===== src/rtl/ldfs_pkg.sv =====
// Package for the LED digit frame sequencer.
// Holds the item and result types, register indexes and display command addresses.
// No dependencies.
package ldfs_pkg;

   // Default number of display digits.
   localparam int DIGIT_COUNT_DEFAULT = 8;

   // Width of the number field and of the bit counter of the serial divider.
   localparam int NUM_WIDTH = 32;
   localparam int BIT_CNT_WIDTH = 5;

   // Configuration register indexes.
   localparam logic [1:0] CSR_DIGITS_IN_USE = 2'd0;
   localparam logic [1:0] CSR_DECODE_MASK   = 2'd1;
   localparam logic [1:0] CSR_INTENSITY     = 2'd2;
   localparam logic [1:0] CSR_TEST_ENABLE   = 2'd3;

   // Display controller register addresses.
   localparam logic [7:0] ADDR_DECODE     = 8'h09;
   localparam logic [7:0] ADDR_INTENSITY  = 8'h0A;
   localparam logic [7:0] ADDR_SCAN_LIMIT = 8'h0B;
   localparam logic [7:0] ADDR_SHUTDOWN   = 8'h0C;
   localparam logic [7:0] ADDR_TEST       = 8'h0F;
   localparam logic [7:0] BLANK_CODE      = 8'h0F;

   // Operation codes.
   localparam logic OP_INIT = 1'b0;
   localparam logic OP_SHOW = 1'b1;

   // One input item.
   typedef struct packed {
      logic                        operation;
      logic signed [NUM_WIDTH-1:0] number;
   } req_type;

   // One result item.
   typedef struct packed {
      logic [15:0] frame;
      logic        last;
   } rsp_type;

endpackage


===== src/rtl/led_digit_frame_sequencer.sv =====
// A show item blanks every digit and then works out each decimal digit with the bit-serial
// divide by ten (one dividend bit a cycle). Busy is high while an item is being processed.
// Reset is synchronous and restores the configuration defaults; results cannot be stalled.
// Depends on ldfs_pkg.
module led_digit_frame_sequencer
   import ldfs_pkg::*;
#(
   parameter int DIGIT_COUNT = DIGIT_COUNT_DEFAULT
) (
   input  logic       clock,
   input  logic       reset,
   input  logic       start,
   output logic       busy,
   input  req_type    req_payload,
   output logic       rsp_strobe,
   output rsp_type    rsp_payload,
   input  logic       csr_valid,
   output logic       csr_ready,
   input  logic [1:0] csr_index,
   input  logic [7:0] csr_data
);

   localparam int PosW = (DIGIT_COUNT > 1) ? $clog2(DIGIT_COUNT) : 1;

   typedef enum logic [2:0] {
      ST_IDLE,
      ST_INIT,
      ST_BLANK,
      ST_ZERO,
      ST_DIVIDE,
      ST_DIGIT,
      ST_FLUSH
   } state_type;

   state_type              state_ff;
   logic [3:0]             digits_ff;
   logic [7:0]             mask_ff;
   logic [3:0]             intensity_ff;
   logic                   test_ff;
   logic [2:0]             step_ff;
   logic [PosW-1:0]        pos_ff;
   logic [BIT_CNT_WIDTH-1:0] bit_cnt_ff;
   logic [NUM_WIDTH-1:0]   quot_ff;
   logic [3:0]             rem_ff;
   logic                   neg_ff;
   logic                   pend_valid_ff;
   logic [15:0]            pend_ff;
   logic                   rsp_strobe_ff;
   rsp_type                rsp_ff;

   logic                   produce_in;
   logic [15:0]            frame_in;
   logic [3:0]             digits_sat;
   logic [7:0]             init_data;
   logic [7:0]             init_addr;
   logic [4:0]             trial;
   logic                   sub_ok;
   logic [3:0]             rem_in;
   logic [7:0]             pos_addr;

   assign busy        = (state_ff != ST_IDLE);
   assign csr_ready   = 1'b1;
   assign rsp_strobe  = rsp_strobe_ff;
   assign rsp_payload = rsp_ff;

   // Scan limit is saturated to the supported digit range.
   always_comb begin
      if (digits_ff == 4'd0) begin
         digits_sat = 4'd1;
      end else if (digits_ff > 4'(DIGIT_COUNT)) begin
         digits_sat = 4'(DIGIT_COUNT);
      end else begin
         digits_sat = digits_ff;
      end
   end

   // Init command words, one per step.
   always_comb begin
      case (step_ff)
         3'd0: begin
            init_addr = ADDR_SHUTDOWN;
            init_data = 8'h00;
         end
         3'd1: begin
            init_addr = ADDR_SCAN_LIMIT;
            init_data = {4'd0, digits_sat - 4'd1};
         end
         3'd2: begin
            init_addr = ADDR_DECODE;
            init_data = mask_ff;
         end
         3'd3: begin
            init_addr = ADDR_INTENSITY;
            init_data = {4'd0, intensity_ff};
         end
         3'd4: begin
            init_addr = ADDR_SHUTDOWN;
            init_data = 8'h01;
         end
         default: begin
            init_addr = ADDR_TEST;
            init_data = {7'd0, test_ff};
         end
      endcase
   end

   // One restoring step of the divide by ten.
   always_comb begin
      trial  = {rem_ff, quot_ff[NUM_WIDTH-1]};
      sub_ok = (trial >= 5'd10);
      rem_in = sub_ok ? 4'(trial - 5'd10) : trial[3:0];
   end

   assign pos_addr = 8'(pos_ff) + 8'd1;

   // Frame produced this cycle, if any.
   always_comb begin
      produce_in = 1'b0;
      frame_in   = 16'h0000;
      case (state_ff)
         ST_INIT: begin
            produce_in = 1'b1;
            frame_in   = {init_addr, init_data};
         end
         ST_BLANK: begin
            produce_in = 1'b1;
            frame_in   = {pos_addr, BLANK_CODE};
         end
         ST_ZERO: begin
            produce_in = 1'b1;
            frame_in   = 16'h0100;
         end
         ST_DIGIT: begin
            produce_in = !neg_ff || (rem_ff == 4'd0);
            frame_in   = {pos_addr, 4'd0, rem_ff};
         end
         default: begin
            produce_in = 1'b0;
         end
      endcase
   end

   // Configuration registers.
   always_ff @(posedge clock) begin
      if (reset) begin
         digits_ff    <= 4'd8;
         mask_ff      <= 8'hFF;
         intensity_ff <= 4'd1;
         test_ff      <= 1'b0;
      end else if (csr_valid && csr_ready) begin
         case (csr_index)
            CSR_DIGITS_IN_USE: digits_ff    <= csr_data[3:0];
            CSR_DECODE_MASK:   mask_ff      <= csr_data;
            CSR_INTENSITY:     intensity_ff <= csr_data[3:0];
            CSR_TEST_ENABLE:   test_ff      <= csr_data[0];
            default:           test_ff      <= test_ff;
         endcase
      end
   end

   // Sequencer, serial divider and output staging. A frame is held back one step so
   // that the final frame of an item can be marked.
   always_ff @(posedge clock) begin
      if (reset) begin
         state_ff      <= ST_IDLE;
         pend_valid_ff <= 1'b0;
         rsp_strobe_ff <= 1'b0;
         step_ff       <= 3'd0;
         pos_ff        <= '0;
         bit_cnt_ff    <= '0;
      end else begin
         // A held frame is shown when a newer one displaces it, or at the flush.
         rsp_strobe_ff <= (produce_in && pend_valid_ff) || (state_ff == ST_FLUSH);

         // Release the held frame when a newer one arrives.
         if (produce_in) begin
            if (pend_valid_ff) begin
               rsp_ff.frame  <= pend_ff;
               rsp_ff.last   <= 1'b0;
            end
            pend_ff       <= frame_in;
            pend_valid_ff <= 1'b1;
         end

         case (state_ff)
            ST_IDLE: begin
               if (start) begin
                  step_ff    <= 3'd0;
                  pos_ff     <= '0;
                  rem_ff     <= 4'd0;
                  bit_cnt_ff <= '0;
                  neg_ff     <= req_payload.number[NUM_WIDTH-1];
                  quot_ff    <= req_payload.number[NUM_WIDTH-1]
                                ? (NUM_WIDTH'(0) - NUM_WIDTH'(req_payload.number))
                                : NUM_WIDTH'(req_payload.number);
                  state_ff   <= (req_payload.operation == OP_SHOW) ? ST_BLANK : ST_INIT;
               end
            end
            ST_INIT: begin
               step_ff <= step_ff + 3'd1;
               if (step_ff == 3'd5) begin
                  state_ff <= ST_FLUSH;
               end
            end
            ST_BLANK: begin
               if (pos_ff == PosW'(DIGIT_COUNT - 1)) begin
                  pos_ff   <= '0;
                  state_ff <= (quot_ff == '0) ? ST_ZERO : ST_DIVIDE;
               end else begin
                  pos_ff <= pos_ff + PosW'(1);
               end
            end
            ST_ZERO: begin
               state_ff <= ST_FLUSH;
            end
            ST_DIVIDE: begin
               rem_ff     <= rem_in;
               quot_ff    <= {quot_ff[NUM_WIDTH-2:0], sub_ok};
               bit_cnt_ff <= bit_cnt_ff + BIT_CNT_WIDTH'(1);
               if (bit_cnt_ff == BIT_CNT_WIDTH'(NUM_WIDTH - 1)) begin
                  state_ff <= ST_DIGIT;
               end
            end
            ST_DIGIT: begin
               // Digits past the last display position are dropped.
               if ((quot_ff == '0) || (pos_ff == PosW'(DIGIT_COUNT - 1))) begin
                  state_ff <= ST_FLUSH;
               end else begin
                  pos_ff     <= pos_ff + PosW'(1);
                  rem_ff     <= 4'd0;
                  bit_cnt_ff <= '0;
                  state_ff   <= ST_DIVIDE;
               end
            end
            ST_FLUSH: begin
               rsp_ff.frame  <= pend_ff;
               rsp_ff.last   <= 1'b1;
               pend_valid_ff <= 1'b0;
               state_ff      <= ST_IDLE;
            end
            default: begin
               state_ff <= ST_IDLE;
            end
         endcase
      end
   end

endmodule


===== config.mk =====
export PLATFORM = sky130hd
export DESIGN_NAME = led_digit_frame_sequencer
export DESIGN_NICKNAME = d
export VERILOG_FILES = /design/src/rtl/ldfs_pkg.sv /design/src/rtl/led_digit_frame_sequencer.sv
export SDC_FILE = /design/constraint.sdc
export NUM_CORES = 1
export LEC_CHECK = 0
export BUFFER_PORTS_ARGS = -buffer_cell sky130_fd_sc_hd__buf_2
export CORE_MARGIN = 1
export CORE_UTILIZATION = 40
export CTS_CLUSTER_SIZE = 8
export DETAILED_ROUTE_END_ITERATION = 6
export GPL_TIMING_DRIVEN = 0
export PLACE_DENSITY_LB_ADDON = 0.2
export SYNTH_ARGS = -nofsm -noshare
export SYNTH_HDL_FRONTEND = slang
export SYNTH_SLANG_ARGS = --single-unit

===== constraint.sdc =====
create_clock -name clock -period 5.4 [get_ports clock]
set_clock_uncertainty 0.15 [all_clocks]
set_input_delay 0.54 -clock clock [delete_from_list [all_inputs] [get_ports clock]]
set_output_delay 0.54 -clock clock [all_outputs]
set_load 0.02 [all_outputs]

==> flow_summary.yaml <==
pwr:
  power.density_mw_per_mm2: 398
  swShare_pct: 35.2
  power_mw: 2.38
  switchingPower_uw: 837
  p_leak_nw: 2.25
  ir_worst_vdd_mv: 0.167
  p_clk_share_pct: 25.7
  p_int_mw: 1.54
  power.sequential.fraction_pct: 43.2
  comb_power_share_pct: 31.1
sta:
  slew_violations: 0
  finalSetupTns_ns: 0
  fin_crit_sh_pct: 52.8
  worstMarginPinSlew_ns: 1.00
  fin_ws_ns: 2.55
  slew_headroom_pct: 33.2
  fmax_mhz: 351
  hold_violations: 0
  setup_violations: 0
  rsz0062_at_grt: "no"
  min_period_ns: 2.85
floorplan:
  fp.dieH_um: 115
  ios: 67
  core_area_mm2: 0.0126
  die_w_um: 115
  initial_core_util_pct: 40.9
  dieArea_mm2: 0.0133
  rows: 41
run:
  max_cap_violations: 0
clocking:
  post_cts.repair.setup_buffers: 0
  ctsLongestPathBuffers: 2
  root_buffer: "clkbuf_16"
  cts-resized-gates: 0
  cts_max_level: 3
  hold_buffers: 0
  clk_latency_ns: 0.34
  numCtsBuffers: 9
  cts_tree: "built"
  clk_pin_slew_ns: 0.07
  cts_sinks: 95
route:
  viasPerCell: 5.26
  vias: 4020
  drt_iter0_drc: 236
  wire_per_inst_um: 15.1
  drc: 0
  postRouteAntennaNets: 0
  first_pass_iters: 5
  routed_wirelength_um: 11600
global_route:
  grt_start_max_net_pins: 33
  grt_use_total_pct: 17.6
  antenna_found_initial: 0
  grt_pass1_wl_um: 18000
  grt_overflow: 0
  grt_pass1_vias: 3603
logic_synthesis:
  ys.flop_type: "edfxtp_1"
  ys_ff_latch: 95
  yosys-top-cells-area: "edfxtp_1, dfxtp_1, xor2_1"
  ys_seq_area_share_pct: 49.0
  synth.distinct_cells: 65
  netlist_top_cells_count: "edfxtp_1, nand2_1, nor2_1, dfxtp_1, o21ai_0"
  synth_top_area_share_pct: 36.2
  yosys_warnings: 0
  synth_edf_count: 62
  synthArstFlopShare_pct: 0
  syn_area_per_cell_um2: 10.1
  syn_area_mm2: 0.00515
  syn_inst: 512
  synthMostInstantiatedCell: "edfxtp_1"
  yosysTopAreaCell: "edfxtp_1"
critical_path:
  rr_endpoint: "rsp_payload[10]"
  r2r_cells: 6
  critPathCaptureType: "flip-flop"
  crit_fanout: 13
  slowest_stage: "nor2_1"
  reg2reg_setup_slack_ns: 2.55
  startpoint_type: "flip-flop"
  cp.required_ns: 5.21
  worst_r2r_startpoint: "state_ff[2]"
  crit_chain: "clkbuf_1 -> buf_1 -> buf_1 -> a21oi_1 -> a21oi_1 -> nor2_1"
  cp.arrival_ns: 2.66
  critical_path.max_stage_delay_ns: 0.76
  crit_type: "flip-flop to flip-flop"
layout:
  fin_nets: 646
  fin_util_pct: 47.5
  drive_gt1_share_pct: 18.2
  antenna_cells: 0
  synthToLayoutAreaGrowth_pct: 16.1
  instances_no_fill: 764
worst_hold_path:
  hp-class: "input pin to flip-flop"
  holdPathEnd: "mask_ff[5]"
  min_from: "csr_data[5]"
  whs_path_depth: 3
placed_design:
  dpl_worst_slack_ns: 2.45
  dp_cells: 748
  port_buffers: 61
  routabilityCongestion: 0.873
  post-dp-hpwl_um: 8610
outcome:
  status: "finished, final reports clean"
## power groups by stage
stage	Combinational, mW	Sequential (mW)	Clock (mW)
after floorplan	0.516	1.04	0
after global placement	0.717	1.04	0
after detailed placement	0.735	1.04	0
after CTS	0.738	1.03	0.626
after global routing	0.826	1.04	0.649
final	0.739	1.03	0.610
## state kept, by name (all words and copies together) (netlist names)
register and cells:
quot_ff 32, rsp_payload 13, pend_ff 12, mask_ff 8, bit_cnt_ff 5, digits_ff 4, intensity_ff 4, rem_ff 4
pos_ff 3, state_ff 3, step_ff 3, neg_ff 1, pend_valid_ff 1, rsp_strobe 1, test_ff 1
## metal layers
layer	track usage (%)	vias up	share of wire, %
li1	-	2017	-
met1	26.1	1911	50
met2	26.1	82	44
met3	3.35	10	4.4
met4	5.11	0	0.97
met5	0	-	0
## worst max-delay path, delay by kind of cell (launching register included)
family / cells / cell delay, ns
buffers and inverters: 3 / 0.77
flip-flops: 1 / 0.33
AND/OR/NAND/NOR: 1 / 0.76
AO/OA/AOI/OAI: 2 / 0.45
## layout by cell type, fill, tap and decap left out, drive strengths merged, types with 6 or more instances in the layout
cell    instances
a21oi          30
and3            7
or3            12
o21ai          35
o31ai          11
edfxtp         62
nand2b          6
o41ai          11
nor3            8
buf            75
or4             6
nor2b          10
inv            17
clkbuf         26
ha             12
nand3b         10
nor2           52
nand2          57
dfxtp          33
xor2           28
nor4            9
mux2i           8
## final cells by class
cell class / count / area, um2
Timing Repair Buffer: 61 / 305
Clock inverter: 7 / 63.8
Tap cell: 172 / 215
Sequential cell: 95 / 2520
Fill cell: 1167 / 6590
Buffer: 31 / 205
Inverter: 14 / 52.6
Clock buffer: 9 / 225
Multi-Input combinational cell: 375 / 2380
## stage by stage
| stage | cell area, um2 | hold slack, ns |
|---|---|---|
| 2_1_floorplan | 5160 | 0.250 |
| 3_3_place_gp | 5680 | 0.253 |
| 3_5_place_dp | 5690 | 0.255 |
| 4_1_cts | 5970 | 0.246 |
| 5_1_grt | 5970 | 0.261 |
| 6_report | 5970 | 0.257 |
## how the worst max path moves through the flow
stage / startpoint / end
floorplan: reset / quot_ff[0]
global placement: reset / quot_ff[19]
detailed placement: req_payload[0] / quot_ff[18]
CTS: state_ff[2] / rsp_payload[10]
global route: state_ff[2] / rsp_payload[12]
finish: state_ff[2] / rsp_payload[10]
## kinds of logic after synthesis
group | count (synthesis) | share of synthesized area (%)
and+or+nand+nor | 192 | 18.7
AOI/OAI and AO/OA | 126 | 17.1
DFF | 95 | 49.0
buffers and inverters | 45 | 5.01
xor gates and xnor gates | 31 | 5.28
adders and majority gates | 12 | 2.92
muxes | 9 | 1.77
other | 2 | 0.146
(Power assumes the default switching activity.)
